**src/design/irgar_pkg.sv**
```systemverilog
`default_nettype none

package irgar_pkg;

  // Calibration table size in bytes (16 .. 256)
  localparam int CAL_BYTES = 64;
  localparam int CAL_AW    = (CAL_BYTES > 1) ? $clog2(CAL_BYTES) : 1;
  // response length and byte position: up to header + table + one word of slack
  localparam int LEN_W     = $clog2(CAL_BYTES + 9);

  // request collector
  localparam int REQ_DEPTH = 6;
  localparam int REQ_AW    = $clog2(REQ_DEPTH);
  localparam int CNT_W     = 3;
  localparam logic [CNT_W-1:0] CNT_MAX = 3'd7;

  // input item kinds
  localparam logic [1:0] REQ_BYTE = 2'd0;
  localparam logic [1:0] REQ_TICK = 2'd1;
  localparam logic [1:0] REQ_DISC = 2'd2;

  // request packet types and lengths
  localparam logic [7:0]       PKT_STATUS = 8'h01;
  localparam logic [7:0]       PKT_CAL    = 8'h02;
  localparam logic [CNT_W-1:0] STATUS_LEN = 3'd3;
  localparam logic [CNT_W-1:0] CAL_LEN    = 3'd6;

  // response codes and constants
  localparam logic [7:0]  RESP_STATUS  = 8'h10;
  localparam logic [7:0]  RESP_CAL     = 8'h11;
  localparam logic [4:0]  BATTERY_FULL = 5'h1F;
  localparam logic [11:0] STICK_CENTER = 12'h800;
  localparam logic [15:0] ALIGN_MASK   = 16'hFFF0;
  localparam int          HDR_LEN      = 5;

  localparam logic [7:0] FACTORY_CAL [64] = '{
    8'h00, 8'h00, 8'h08, 8'h80, 8'h85, 8'hEB, 8'h11, 8'h3F,
    8'h85, 8'hEB, 8'h11, 8'h3F, 8'hFF, 8'hFF, 8'hFF, 8'hF5,
    8'hFF, 8'h00, 8'h08, 8'h80, 8'h85, 8'hEB, 8'h11, 8'h3F,
    8'h85, 8'hEB, 8'h11, 8'h3F, 8'hFF, 8'hFF, 8'hFF, 8'h65,
    8'hFF, 8'h00, 8'h08, 8'h80, 8'h85, 8'hEB, 8'h11, 8'h3F,
    8'h85, 8'hEB, 8'h11, 8'h3F, 8'hFF, 8'hFF, 8'hFF, 8'h65,
    8'hFF, 8'h00, 8'h08, 8'h80, 8'h85, 8'hEB, 8'h11, 8'h3F,
    8'h85, 8'hEB, 8'h11, 8'h3F, 8'hFF, 8'hFF, 8'hFF, 8'h65
  };

  // table entry i repeats factory byte i mod 64
  function automatic logic [7:0] cal_byte(input logic [CAL_AW-1:0] idx);
    logic [7:0] wide;
    wide = 8'(idx);
    return FACTORY_CAL[wide[5:0]];
  endfunction

endpackage

`default_nettype wire

```
**src/design/irgar_if.sv**
```systemverilog
`default_nettype none

interface irgar_req_if;
  logic               valid;
  logic               ready;
  logic [1:0]         req_type;
  logic [7:0]         byte_value;
  logic               byte_last;
  logic signed [11:0] stick_x;
  logic signed [11:0] stick_y;
  logic               zl_pressed;
  logic               zr_pressed;

  modport source (
    output valid, req_type, byte_value, byte_last, stick_x, stick_y, zl_pressed, zr_pressed,
    input  ready
  );
  modport sink (
    input  valid, req_type, byte_value, byte_last, stick_x, stick_y, zl_pressed, zr_pressed,
    output ready
  );
endinterface

interface irgar_rsp_if;
  logic        valid;
  logic        ready;
  logic [31:0] out_data;
  logic [2:0]  out_bytes;
  logic        out_last;

  modport source (output valid, out_data, out_bytes, out_last, input ready);
  modport sink   (input valid, out_data, out_bytes, out_last, output ready);
endinterface

`default_nettype wire

```
**src/design/irgar_ram.sv**
```systemverilog
`default_nettype none

module irgar_ram #(
  parameter int WIDTH = 8,
  parameter int DEPTH = 8,
  parameter int AW    = (DEPTH > 1) ? $clog2(DEPTH) : 1
) (
  input  wire logic             clk,
  input  wire logic             we,
  input  wire logic [AW-1:0]    waddr,
  input  wire logic [WIDTH-1:0] wdata,
  input  wire logic             re,
  input  wire logic [AW-1:0]    raddr,
  output logic      [WIDTH-1:0] rdata
);

  logic [WIDTH-1:0] mem [DEPTH];

  always_ff @(posedge clk) begin
    if (we) begin
      mem[waddr] <= wdata;
    end
    if (re) begin
      rdata <= mem[raddr];
    end
  end

endmodule

`default_nettype wire

```
**src/design/ir_gamepad_accessory_responder_unit.sv**
```systemverilog
`default_nettype none

// Accessory responder for an infrared controller link.
// req channel: one item per request byte, millisecond tick or disconnect.
//   Bytes are stored in a 6-entry request RAM; the byte marked last closes
//   the packet. ready is high only while the unit is idle.
// rsp channel: 32-bit little-endian words with a byte count and a last flag.
// Sequence:
//   plain request byte, tick without report, disconnect: handled in S_IDLE.
//   closing byte of a 3- or 6-byte packet: RAM readout of its bytes, then
//     drain, then decode; other lengths: the unit stays idle.
//   calibration reply: then ceil((5 + size) / 4) words, one per unstalled cycle.
//   status report: 2 words, one per unstalled cycle, the first from S_STAT0.
//   The readout rate is set by the single read port of the request RAM; the
//   reply rate by one word out per cycle while the receiver is ready.
// A registered output stage holds each word; while the receiver stalls a
//   reply the unit holds in its current state and takes no new request. The
//   last word of a reply may still wait there while new requests are taken.
// Reset (rst, synchronous): status reports stop, period and countdown clear,
//   the collector empties. The request RAM needs no clearing.
module ir_gamepad_accessory_responder_unit (
  input  wire logic    clk,
  input  wire logic    rst,
  irgar_req_if.sink    req,
  irgar_rsp_if.source  rsp
);

  localparam int LW = irgar_pkg::LEN_W;
  localparam int CW = irgar_pkg::CNT_W;

  typedef enum logic [2:0] {
    S_IDLE,
    S_READ,
    S_DRAIN,
    S_DECODE,
    S_SEND,
    S_STAT0,
    S_STAT1
  } state_t;

  state_t state;

  logic [CW-1:0] count;
  logic [CW-1:0] pkt_count;
  logic [CW-1:0] rd_idx;
  logic [CW-1:0] rd_tag;
  logic          rd_pend;
  logic [7:0]    period;
  logic [7:0]    ticks;
  logic          enabled;
  logic [7:0]    pkt [irgar_pkg::REQ_DEPTH];
  logic [7:0]    ram_rdata;

  logic [LW-1:0] pos;
  logic [LW-1:0] len_r;
  logic [LW-1:0] offset_r;

  logic [31:0]   stat_word;
  logic [7:0]    stat_btn;

  logic          rsp_valid;
  logic [31:0]   rsp_data;
  logic [2:0]    rsp_bytes;
  logic          rsp_last;

  logic          accept;
  logic          out_free;
  logic          rsp_load;
  logic [CW-1:0] count_inc;
  logic          ram_we;

  assign accept    = req.valid && req.ready;
  assign out_free  = !rsp_valid || rsp.ready;
  assign rsp_load  = out_free && (state inside {S_SEND, S_STAT0, S_STAT1});
  assign count_inc = (count == irgar_pkg::CNT_MAX) ? count : CW'(count + 1'b1);
  assign ram_we    = accept && (req.req_type == irgar_pkg::REQ_BYTE) &&
                     (count < CW'(irgar_pkg::REQ_DEPTH));

  assign req.ready     = (state == S_IDLE);
  assign rsp.valid     = rsp_valid;
  assign rsp.out_data  = rsp_data;
  assign rsp.out_bytes = rsp_bytes;
  assign rsp.out_last  = rsp_last;

  irgar_ram #(
    .WIDTH (8),
    .DEPTH (irgar_pkg::REQ_DEPTH)
  ) u_req_ram (
    .clk   (clk),
    .we    (ram_we),
    .waddr (count[irgar_pkg::REQ_AW-1:0]),
    .wdata (req.byte_value),
    .re    (state == S_READ),
    .raddr (rd_idx[irgar_pkg::REQ_AW-1:0]),
    .rdata (ram_rdata)
  );

  // decode of the collected packet
  logic [15:0] off16;
  logic [15:0] sz16;
  logic [16:0] span;
  logic        cal_ok;

  assign off16  = {pkt[3], pkt[2]} & irgar_pkg::ALIGN_MASK;
  assign sz16   = {pkt[5], pkt[4]} & irgar_pkg::ALIGN_MASK;
  assign span   = {1'b0, off16} + {1'b0, sz16};
  assign cal_ok = (pkt[0] == irgar_pkg::PKT_CAL) && (pkt_count == irgar_pkg::CAL_LEN) &&
                  (span <= 17'(irgar_pkg::CAL_BYTES));

  // calibration reply word at byte position pos
  logic [LW-1:0] remaining;
  logic [2:0]    send_n;
  logic          send_last;
  logic [7:0]    sb [4];
  logic [31:0]   send_word;

  assign remaining = LW'(len_r - pos);
  assign send_last = (remaining <= LW'(4));
  assign send_n    = send_last ? remaining[2:0] : 3'd4;

  always_comb begin
    logic [LW-1:0] idx;
    for (int k = 0; k < 4; k++) begin
      idx   = LW'(offset_r + pos + LW'(k) - LW'(irgar_pkg::HDR_LEN));
      sb[k] = irgar_pkg::cal_byte(idx[irgar_pkg::CAL_AW-1:0]);
    end
    if (pos == '0) begin
      sb[0] = irgar_pkg::RESP_CAL;
      sb[1] = pkt[2];
      sb[2] = pkt[3];
      sb[3] = pkt[4];
    end else if (pos == LW'(4)) begin
      sb[0] = pkt[5];
    end
    for (int k = 0; k < 4; k++) begin
      if (3'(k) >= send_n) begin
        sb[k] = 8'h00;
      end
    end
    send_word = {sb[3], sb[2], sb[1], sb[0]};
  end

  always_ff @(posedge clk) begin
    if (rst) begin
      state     <= S_IDLE;
      count     <= '0;
      period    <= '0;
      ticks     <= '0;
      enabled   <= 1'b0;
      rd_pend   <= 1'b0;
      rsp_valid <= 1'b0;
    end else begin
      rd_pend <= (state == S_READ);
      rd_tag  <= rd_idx;
      if (rd_pend) begin
        pkt[rd_tag[irgar_pkg::REQ_AW-1:0]] <= ram_rdata;
      end
      if (rsp_load) begin
        rsp_valid <= 1'b1;
      end else if (rsp.ready) begin
        rsp_valid <= 1'b0;
      end

      case (state)
        S_IDLE: begin
          if (req.valid) begin
            case (req.req_type)
              irgar_pkg::REQ_BYTE: begin
                if (req.byte_last) begin
                  count     <= '0;
                  pkt_count <= count_inc;
                  rd_idx    <= '0;
                  if (count_inc == irgar_pkg::STATUS_LEN || count_inc == irgar_pkg::CAL_LEN) begin
                    state <= S_READ;
                  end
                end else begin
                  count <= count_inc;
                end
              end
              irgar_pkg::REQ_TICK: begin
                if (enabled) begin
                  if (ticks <= 8'd1) begin
                    ticks     <= period;
                    stat_word <= {12'(irgar_pkg::STICK_CENTER + $unsigned(req.stick_y)),
                                  12'(irgar_pkg::STICK_CENTER + $unsigned(req.stick_x)),
                                  irgar_pkg::RESP_STATUS};
                    stat_btn  <= {1'b1, ~req.zr_pressed, ~req.zl_pressed,
                                  irgar_pkg::BATTERY_FULL};
                    state     <= S_STAT0;
                  end else begin
                    ticks <= ticks - 8'd1;
                  end
                end
              end
              irgar_pkg::REQ_DISC: begin
                enabled <= 1'b0;
              end
              default: ;
            endcase
          end
        end

        S_READ: begin
          rd_idx <= CW'(rd_idx + 1'b1);
          if (rd_idx == CW'(pkt_count - 1'b1)) begin
            state <= S_DRAIN;
          end
        end

        S_DRAIN: begin
          state <= S_DECODE;
        end

        S_DECODE: begin
          if (pkt[0] == irgar_pkg::PKT_STATUS && pkt_count == irgar_pkg::STATUS_LEN) begin
            period  <= pkt[1];
            ticks   <= pkt[1];
            enabled <= 1'b1;
            state   <= S_IDLE;
          end else if (cal_ok) begin
            offset_r <= LW'(off16);
            len_r    <= LW'(sz16 + 16'(irgar_pkg::HDR_LEN));
            pos      <= '0;
            state    <= S_SEND;
          end else begin
            state <= S_IDLE;
          end
        end

        S_SEND: begin
          if (out_free) begin
            rsp_data  <= send_word;
            rsp_bytes <= send_n;
            rsp_last  <= send_last;
            pos       <= LW'(pos + LW'(4));
            if (send_last) begin
              state <= S_IDLE;
            end
          end
        end

        S_STAT0: begin
          if (out_free) begin
            rsp_data  <= stat_word;
            rsp_bytes <= 3'd4;
            rsp_last  <= 1'b0;
            state     <= S_STAT1;
          end
        end

        S_STAT1: begin
          if (out_free) begin
            rsp_data  <= {24'h0, stat_btn};
            rsp_bytes <= 3'd2;
            rsp_last  <= 1'b1;
            state     <= S_IDLE;
          end
        end

        default: begin
          state <= S_IDLE;
        end
      endcase
    end
  end

  // a status report only starts while reports are enabled
  a_stat_enabled: assert property (@(posedge clk) disable iff (rst)
    (state == S_STAT0) |-> enabled)
    else $error("status report while disabled");

  // reply position never runs past the reply length
  a_pos_bound: assert property (@(posedge clk) disable iff (rst)
    (state == S_SEND) |-> (pos < len_r))
    else $error("reply position overrun");

  // a RAM capture always follows a readout cycle
  a_rd_after_read: assert property (@(posedge clk) disable iff (rst)
    rd_pend |-> ($past(state) == S_READ))
    else $error("stray request RAM capture");

  // only the final word of a reply may be short
  a_short_last: assert property (@(posedge clk) disable iff (rst)
    (rsp_valid && rsp_bytes != 3'd4) |-> rsp_last)
    else $error("short word not marked last");

  // byte count of a word is 1 to 4
  a_bytes_range: assert property (@(posedge clk) disable iff (rst)
    rsp_valid |-> (rsp_bytes != 3'd0 && rsp_bytes <= 3'd4))
    else $error("bad word byte count");

endmodule

`default_nettype wire

```
**src/flat_wrapper.sv**
```systemverilog
// flat-port wrapper written by rule: the top's interface ports become plain ports
module ir_gamepad_accessory_responder_unit_flat 
  (clk, rst, req_valid, req_req_type, req_byte_value, req_byte_last, req_stick_x, req_stick_y, req_zl_pressed, req_zr_pressed, req_ready, rsp_valid, rsp_out_data, rsp_out_bytes, rsp_out_last, rsp_ready);
  irgar_req_if req_i ();
  irgar_rsp_if rsp_i ();
  input  wire logic clk;
  input  wire logic rst;
  input wire logic [$bits(req_i.valid)-1:0] req_valid;
  input wire logic [$bits(req_i.req_type)-1:0] req_req_type;
  input wire logic [$bits(req_i.byte_value)-1:0] req_byte_value;
  input wire logic [$bits(req_i.byte_last)-1:0] req_byte_last;
  input wire logic [$bits(req_i.stick_x)-1:0] req_stick_x;
  input wire logic [$bits(req_i.stick_y)-1:0] req_stick_y;
  input wire logic [$bits(req_i.zl_pressed)-1:0] req_zl_pressed;
  input wire logic [$bits(req_i.zr_pressed)-1:0] req_zr_pressed;
  output wire logic [$bits(req_i.ready)-1:0] req_ready;
  output wire logic [$bits(rsp_i.valid)-1:0] rsp_valid;
  output wire logic [$bits(rsp_i.out_data)-1:0] rsp_out_data;
  output wire logic [$bits(rsp_i.out_bytes)-1:0] rsp_out_bytes;
  output wire logic [$bits(rsp_i.out_last)-1:0] rsp_out_last;
  input wire logic [$bits(rsp_i.ready)-1:0] rsp_ready;
  assign req_i.valid = req_valid;
  assign req_i.req_type = req_req_type;
  assign req_i.byte_value = req_byte_value;
  assign req_i.byte_last = req_byte_last;
  assign req_i.stick_x = req_stick_x;
  assign req_i.stick_y = req_stick_y;
  assign req_i.zl_pressed = req_zl_pressed;
  assign req_i.zr_pressed = req_zr_pressed;
  assign req_ready = req_i.ready;
  assign rsp_valid = rsp_i.valid;
  assign rsp_out_data = rsp_i.out_data;
  assign rsp_out_bytes = rsp_i.out_bytes;
  assign rsp_out_last = rsp_i.out_last;
  assign rsp_i.ready = rsp_ready;
  ir_gamepad_accessory_responder_unit u_core (.clk(clk), .rst(rst), .req(req_i), .rsp(rsp_i));
endmodule
```
**config.mk**
```make
export PLATFORM = sky130hd
export DESIGN_NAME = ir_gamepad_accessory_responder_unit_flat
export DESIGN_NICKNAME = d
export VERILOG_FILES = /design/src/design/irgar_pkg.sv /design/src/design/irgar_if.sv /design/src/design/irgar_ram.sv /design/src/design/ir_gamepad_accessory_responder_unit.sv /design/src/flat_wrapper.sv
export SDC_FILE = /design/constraint.sdc
export NUM_CORES = 1
export LEC_CHECK = 0
export BUFFER_PORTS_ARGS = -buffer_cell sky130_fd_sc_hd__buf_2
export CORE_ASPECT_RATIO = 0.75
export CORE_MARGIN = 5
export CORE_UTILIZATION = 56
export DETAILED_ROUTE_END_ITERATION = 10
export MAX_ROUTING_LAYER = met4
export PLACE_DENSITY = 0.74
export SLEW_MARGIN = 20
export SYNTH_ARGS = -nofsm -noshare
export SYNTH_HDL_FRONTEND = slang
export SYNTH_SLANG_ARGS = --single-unit
```
**constraint.sdc**
```tcl
create_clock -name clk -period 11.3 [get_ports clk]
set_clock_uncertainty 0.05 [all_clocks]
set_input_delay 0.565 -clock clk [delete_from_list [all_inputs] [get_ports clk]]
set_output_delay 0.565 -clock clk [all_outputs]
set_load 0.005 [all_outputs]
```
======== Word-level counts from Yosys, hierarchy flattened ========
Memories as Yosys holds them, arrays and structs flattened. A register that Yosys moved wholly into a read port is not among the register bits.
Cells that the tools add are included.
storage, ports and cells
  register bits ........................... 112
  bits in writable memories ............... 96
  bits in read-only memories .............. 2048
  bits of input ports ..................... 41
  word-level logic and storage cells ...... 196
  memories ................................ 6
cells by class
  add/sub/neg operators ................... 18
  magnitude comparators ................... 12
  eq/ne operators ......................... 36
  multiplexer cells ....................... 69
  bitwise gates (word level) .............. 8
  reduce and logical (&&, ||, !) cells .... 29
memory list
  name                  words  bits a word  rd ports  clocked after memory_dff  wr ports  RTL line                                   text
  (name not given)      64     8            1         0                         0         irgar_pkg.sv:51                            return FACTORY_CAL[wide[5:0]];
  (name not given)      64     8            1         0                         0         irgar_pkg.sv:51
  (name not given)      64     8            1         0                         0         irgar_pkg.sv:51
  (name not given)      64     8            1         0                         0         irgar_pkg.sv:51
  u_core.pkt            6      8            6         0                         1         ir_gamepad_accessory_responder_unit.sv:51  logic [7:0] pkt [irgar_pkg::REQ_DEPTH];
  u_core.u_req_ram.mem  6      8            1         1                         1         irgar_ram.sv:17                            logic [WIDTH-1:0] mem [DEPTH];
operators by type and width
  cell                      count
  $mux W8                   19
  $mux W32                  3
  $pmux W32 S3              1
  $mux W3                   21
  $ge A7 B7 Y1 const B      4
  $not A6 Y7                4
  $reduce_and A5 Y1         5
  $add A12 B12 Y12 const A  2
  $mux W24                  1
  $sub A6 B3 Y6 const B     4
  $mux W7                   3
  $pmux W3 S7               1
  $eq A3 B3 Y1 const B      6
  $add A16 B16 Y17          1
  $le A17 B7 Y1 const B     1
  $pmux W8 S2               1
  $ne A3 B3 Y1 const B      5
  $add A7 B3 Y7 const B     2
  $ne A2 B1 Y1 const B      7
  $ne A2 B2 Y1 const B      7
  $pmux W7 S2               1
  $mux W1                   13
  $add A6 B2 Y6 const B     2
  $eq A3 B2 Y1 const B      4
  36 further kinds          54

======== Longest topological paths before layout ========
Gate-level depths: netlist of run 1.
  word-level depth ........................ 11
  depth in mapped cells ................... 10
  mapped depth without buffers ............ 10

======== Modules after synthesis ========
Synthesis of run 1 repeated with hierarchy kept, for this count alone.
second synthesis, totals
  cells, all modules ...................... 744
  area total of the unflattened synthesis .. 9559.2 µm²
by module, submodules not included
  module                               instances  cells each  area an instance (µm²)
  ir_gamepad_accessory_responder_unit  1          631         7400.8
  irgar_ram                            1          113         2158.3

======== Worst setup path after synthesis of run 1 ========
OpenSTA, ideal clock, no wires.
  path kind ............................... reg2reg
  start point ............................. register u_core.ticks[2]
  end point ............................... register u_core.stat_btn[5] (enable)
  data arrival time ....................... 3360 ps
  required time ........................... 10808 ps
  slack ................................... 7449 ps
  stages on the path, launching flop included .. 6
  clock period less this slack ............ 3851 ps
  path through ............................ dfxtp_1 > or4_1 > buf_2 > or3_4 > buf_6 > nor3_1
between the ends
  longest elaborated chain between the ends .. 2
ends and longest elaborated chain
  element                             RTL line                                    text
  start, declared                     ir_gamepad_accessory_responder_unit.sv:49   logic [7:0] ticks;
  start signal, assigned              ir_gamepad_accessory_responder_unit.sv:183  ticks <= period;
  start signal, assigned              ir_gamepad_accessory_responder_unit.sv:191  ticks <= ticks - 8'd1;
  start signal, assigned              ir_gamepad_accessory_responder_unit.sv:217  ticks <= pkt[1];
  $le A8 B1 Y1                        ir_gamepad_accessory_responder_unit.sv:182  if (ticks <= 8'd1) begin
  $reduce_and A6 Y1 (no source line)  --
  end signal, assigned                ir_gamepad_accessory_responder_unit.sv:187  stat_btn <= {1'b1, ~req.zr_pressed, ~req.zl_pressed,
  end, declared                       ir_gamepad_accessory_responder_unit.sv:59   logic [7:0] stat_btn;
Every way passes these cells.
A chain may end at the register's enable or synchronous reset.

==> metrics.txt, run 1 <==
CTS tree=done; fill cell total of the finished layout=1191; final std cell area, no fill=10600 um^2; final setup fails=0; first-pass GRT wire length=32100 um; Worst setup EP type=flop; Worst Setup Path Type=flop to flop; initial DRC count=504; R2R cell count=9; top area cells in the synthesized netlist=edfxtp_1, dfxtp_1, ha_1, nand2_1, nor2_1; clock root cell=clkbuf_16; Place WS=7960 ps; Pleak=3.80 nW; DR WL/cell=19.5 um; number of synthesized flops with an enable pin=185; multi-input logic area=3000 um^2; share of layout cells above drive strength 1=0.184; Port Buffers=78; Seq/Total Area, Yosys=0.652; Worst Hold Launch=req_stick_y[5]; core area=16200 um^2; initial antenna violation count=0; # IOs=79; Syn Inst Count=722; Worst setup endpoint=u_core.pos[3]$_SDFFCE_PN0P_; Max IR drop VDD=0.000129 V; ys async rst share=0; R2R Setup Slk=7940 ps; FMAX=297 MHz; initial cell density of the core=0.575; number of global-route vias before repair=5980; Netlist cell types=64; synthesized area per cell=12.9 um^2; H-tree Lvls=1; Req. time, crit path=11440 ps; Synth top area share=0.598; synthesized net count=794; Fin. Hold Viols=0; max-capacitance violation count=0; ant diodes=0; Max Slew Vio Count=0; RSZ-0062 raised after global routing=false; DRT Pass-1 Iters=4; largest net degree at the start of global routing=37; final worst slack=7940 ps; Vias/cell=5.86; clk_lat worst skew=490 ps; fin crit period=3360 ps; register cell area after layout=6060 um^2; RD Place Congestion=0.958; total CTS buffers=21; CTS Hold Bufs=0; DIE AREA=19300 um^2; drt drc=0; # resized after CTS=0; Die Y-Extent=122 um; critical path arrival=3500 ps; Routed WL=20100 um; HP Class=primary input to flop; ANT nets after route=0; Placed Instance Area=9880 um^2; Reg clk slew, reported paths=60 ps; Crit. Startpoint=u_core.pkt[4][4]$_DFFE_PP_; grt total ovfl=0; WHS=192 ps; FF+latch count, synth=210; area leader, netlist=edfxtp_1; Top FF cell, synth=edfxtp_1; r2r startpoint=u_core.pkt[4][4]$_DFFE_PP_; crit start category=flop; Post-CTS Repair Setup Buffers=0; Power Density=152 nW/um^2; Post-DP HPWL=14300 um; Final TNS setup=0 ps; row count=40; critical path peak fanout=6; R2R Path End=u_core.pos[3]$_SDFFCE_PN0P_; Final Cycle Share=0.298; Layout Area Growth over Synthesis=13.8%; top cells by count, synth=edfxtp_1, nand2_1, nor2_1; Slew HR=0.366; clock sinks=210; Final Util=0.654; most frequent cell after synthesis=edfxtp_1; Via Count=6037; GRT Total Usage=0.213; Post-Syn Area=9290 um^2; Die Wd=159 um; status=complete, no violations; Warnings, synthesis=0; Clock Path Buffers=3; Least-Margin Pin Slew=943 ps; final layout net count=878
## area by class of cell
cell class              instances  area share
repair buffers                 89      0.0448
well taps                     210      0.0249
clock buffers                  26      0.0535
flip-flops and latches        210       0.573
multi-input cells             459       0.284
inverters                      25     0.00888
clock inverters                12      0.0109
## cell usage in the layout, fill, tap and decap left out, types with 8 or more instances in the layout
cell type,netlist,layout
nor3_1,18,16
a21oi_1,40,40
o21ai_0,41,41
dfxtp_1,25,25
ha_1,30,30
buf_4,0,11
nand2_1,76,76
edfxtp_1,185,185
nand3_1,8,8
buf_2,4,78
xnor2_1,17,17
mux4_2,8,8
a211oi_1,18,18
mux2i_1,13,13
inv_1,25,25
clkbuf_16,0,22
nand2b_1,11,11
nor2_1,74,74
## worst min-delay path by stage
stage                                     endpoint  slack, ps  cells past startpoint
floorplan               u_core.rd_tag[2]$_DFFE_PN_        370                      0
global placement     u_core.period[0]$_SDFFE_PP0P_        390                      2
detailed placement   u_core.period[5]$_SDFFE_PP0P_        400                      2
CTS                 u_core.stat_word[25]$_DFFE_PP_        180                      1
global route        u_core.stat_word[25]$_DFFE_PP_        170                      1
finish              u_core.stat_word[25]$_DFFE_PP_        190                      1
## worst max-delay path, stage by stage, from the launching register on
cell and delay (ps):
edfxtp_1 410, ha_1 250, fa_1 410, a211oi_1 500, nor2_1 100, o31ai_1 280
mux2i_1 110, nor4_1 340, and3_1 370, or2_2 240
## metrics by stage
step	power, mW	instances
final	1.61	1031
after global routing	1.66	1031
after CTS	1.62	1031
after detailed placement	0.942	993
after global placement	0.940	993
after floorplan	0.916	722
## registers in the layout, summed over array words and instances (netlist names), 2 cells and up
name,flops
u_core.u_req_ram.mem,48
u_core.state,3
u_core.stat_btn,2
u_core.offset_r,2
u_core.pkt_count,3
u_core.pos,5
u_core.rsp.out_data,32
u_core.stat_word,24
u_core.count,3
u_core.rd_tag,3
u_core.period,8
u_core.u_req_ram.rdata,8
u_core.len_r,3
u_core.pkt,48
u_core.rd_idx,3
u_core.rsp.out_bytes,3
u_core.ticks,8
## per-layer routing
layer | track usage | vias to the layer above | wire (um)
li1 | - | 2854 | -
met1 | 0.299 | 2932 | 9040
met2 | 0.325 | 217 | 9140
met3 | 0.0460 | 34 | 1540
met4 | 0.0441 | 0 | 378
met5 | - | - | 0
## power breakdown
part	total [mW]	internal [mW]	switching, mW
logic	0.0572	0.0241	0.0332
clock network	0.680	0.403	0.277
registers	0.869	0.855	0.0149
total	1.61	1.28	0.325
## cell families after synthesis
family	after synthesis	synth area share
flops	210	0.652
xor+xnor	23	0.0217
buf+inv	53	0.0272
simple gates	234	0.119
fa+ha+maj	31	0.0426
compound gates	148	0.102
mux	23	0.0358
Note: power is estimated with default switching activity, not from simulation.
==> run 2: changes to the inputs <==
--- a/config.mk
+++ b/config.mk
@@ -5,13 +5,14 @@
 export SDC_FILE = /design/constraint.sdc
 export NUM_CORES = 1
 export LEC_CHECK = 0
+export ABC_AREA = 1
 export BUFFER_PORTS_ARGS = -buffer_cell sky130_fd_sc_hd__buf_2
 export CORE_ASPECT_RATIO = 0.75
 export CORE_MARGIN = 5
-export CORE_UTILIZATION = 56
+export CORE_UTILIZATION = 54
 export DETAILED_ROUTE_END_ITERATION = 10
 export MAX_ROUTING_LAYER = met4
-export PLACE_DENSITY = 0.74
+export PLACE_DENSITY = 0.75
 export SLEW_MARGIN = 20
 export SYNTH_ARGS = -nofsm -noshare
 export SYNTH_HDL_FRONTEND = slang
==> constraint.sdc (replaced) <==
create_clock -name clk -period 2.75 [get_ports clk]
set_clock_uncertainty 0.05 [all_clocks]
set_input_delay 0.1375 -clock clk [delete_from_list [all_inputs] [get_ports clk]]
set_output_delay 0.1375 -clock clk [all_outputs]
set_load 0.005 [all_outputs]
==> metrics.txt, run 2 <==
fraction of the mapped netlist area in adder cells=0.0416; R2R Path End=u_core.pos[5]$_SDFFCE_PN0P_; DIE AREA=20400 um^2; switching portion of total power=0.258; clock root cell=clkbuf_16; Die Y-Extent=125 um; Power Density=695 nW/um^2; initial cell density of the core=0.545; Port Buffers=78; Vias/cell=5.29; most common library cell in the layout ignoring fill and taps=nand2_1; multiplexer area fraction after synthesis=0; top area cells in the synthesized netlist=edfxtp_1, nand2_1, dfxtp_1, o21ai_0, ha_1; Post-Synth XOR/XNOR Area=0.0137; DR WL/cell=16.5 um; Final TNS setup=0 ps; Fin. Hold Viols=0; ys async rst share=0; fill cell total of the finished layout=1358; Die Wd=163 um; area leader, netlist=edfxtp_1; clock sinks=210; row count=42; Seq/Total Area, Yosys=0.637; R2R Setup Slk=80 ps; multi-input logic area=2970 um^2; number of global-route vias before repair=6600; H-tree Lvls=1; FMAX=374 MHz; crit start category=flop; register cell area after layout=6060 um^2; Synth top area share=0.585; top cells by count, synth=nand2_1, edfxtp_1, inv_1; number of synthesized flops with an enable pin=185; Post-Syn Area=9500 um^2; status=complete, no violations; dpl cells=1220; power share of the clock group=0.362; largest net degree at the start of global routing=37; clk_lat worst skew=500 ps; Synth Area in Compound Gates=0.0961; GRT Total Usage=0.216; Clock Path Buffers=3; Layout Cells excl Fill=1298; max-capacitance violation count=0; largest family of logic cells by synthesized area=simple AND/OR/NAND/NOR gates; Syn Inst Count=902; Slew HR=0.523; Post-DP HPWL=14800 um; HP Class=primary input to flop; Worst Setup Path Type=flop to flop; first-pass GRT wire length=34100 um; final setup fails=0; Reg clk slew, reported paths=60 ps; Pleak=4.50 nW; Req. time, crit path=2910 ps; fin crit period=2670 ps; total CTS buffers=21; Hold EP=u_core.rd_pend$_SDFF_PP0_; Warnings, synthesis=0; internal cell power=5.86 mW; R2R cell count=11; drt drc=0; Via Count=6870; Top FF cell, synth=edfxtp_1; synthesized net count=974; most frequent cell after synthesis=nand2_1; core area=17400 um^2; FF+latch count, synth=210; most frequent cells in the layout=nand2_1, edfxtp_1, inv_1; Simple-Gate Fraction of Synth Area=0.158; Max IR drop VDD=0.000491 V; Worst setup EP type=flop; share of layout cells above drive strength 1=0.155; critical path arrival=2830 ps; initial antenna violation count=0; Layout Area Growth over Synthesis=19.7%; Routed WL=21500 um; r2r startpoint=u_core.pkt[4][4]$_DFFE_PP_; RSZ-0062 raised after global routing=false; Least-Margin Pin Slew=713 ps; ant diodes=0; Netlist cell types=44; Hold Path Depth=2; sequential share of power=0.493; Worst Hold Launch=rst; DRT Pass-1 Iters=5; share of power burned in combinational logic=0.145; synthesized area per cell=10.5 um^2; initial DRC count=559; grt total ovfl=0; Max Slew Vio Count=0; Crit. Startpoint=u_core.pkt[4][4]$_DFFE_PP_; ANT nets after route=0; RD Place Congestion=1.01; P_sw=2.04 mW; Final Cycle Share=0.972; final layout net count=1113; CTS tree=done; critical path peak fanout=5; # IOs=79
## run 2: cells by family (layout without fill, tap and decap cells)
logic type | count (synthesis) | count (layout)
and+or+nand+nor | 353 | 353
DFF | 210 | 210
AOI/OAI and AO/OA | 165 | 165
buffers and inverters | 129 | 283
adders and majority gates | 31 | 31
xor gates and xnor gates | 14 | 14
## run 2: final cells by class
cell class / count / area share
clock inverters: 12 / 0.0134
clock buffers: 26 / 0.0478
multi-input cells: 563 / 0.261
well taps: 242 / 0.0266
repair buffers: 140 / 0.0847
flip-flops and latches: 210 / 0.532
inverters: 105 / 0.0346
## run 2: worst max path at each step
stage,slack [ps],endpoint,depth (start not counted)
3_5_place_dp,70,u_core.pos[4]$_SDFFCE_PN0P_,11
5_1_grt,0.6,u_core.pos[5]$_SDFFCE_PN0P_,11
4_1_cts,8,u_core.pos[5]$_SDFFCE_PN0P_,11
6_report,80,u_core.pos[5]$_SDFFCE_PN0P_,11
2_1_floorplan,160,u_core.rsp.out_bytes[0]$_SDFFCE_PN0P_,4
3_3_place_gp,190,u_core.pos[4]$_SDFFCE_PN0P_,11
## run 2: power by group through the flow
stage	Combinational (mW)	Clock (mW)	Sequential (mW)
after floorplan	0.711	0	3.90
after global placement	1.07	0	3.96
after detailed placement	1.09	0	3.96
after CTS	1.14	2.91	3.89
after global routing	1.30	3.05	3.91
final	1.15	2.86	3.90
## run 2: routing by layer
metal / part of all wire / track usage / routed length (um)
met1: 0.46 / 0.319 / 9780
met2: 0.45 / 0.329 / 9750
met3: 0.071 / 0.0284 / 1530
met4: 0.019 / 0.0414 / 401
met5: 0 / - / 0
## run 2: what timing repair did
item                                    4_1_cts  5_1_grt
hold buffers                                 38        0
endpoints found under the setup margin        0       10
endpoints found under the hold margin        79        0
buffers inserted                              0        2
resized for setup                             0        2
## run 2: critical path, cell delays in order, from the launching register on
cell      delay, ps
edfxtp_1        440
ha_2            230
fa_1            420
or2_2           300
nand3_1         110
nand3_1         100
nor2_1          100
nand3_1          70
nor2_1          140
nand3_2         130
a21oi_1         140
buf_4           160
## run 2: stage by stage
| stage | hold WS [ps] | power [mW] | cell area [um^2] | worst slack, ps | util |
|---|---|---|---|---|---|
| final | 14.6 | 7.91 | 11400 | 75.8 | 0.652 |
| after global routing | 55.9 | 8.26 | 11400 | 0.637 | 0.652 |
| after CTS | 5.30 | 7.95 | 11400 | 7.61 | 0.651 |
| after detailed placement | 266 | 5.05 | 10300 | 67.2 | 0.589 |
| after global placement | 264 | 5.03 | 10300 | 188 | 0.589 |
| after floorplan | 183 | 4.61 | 9510 | 164 | - |
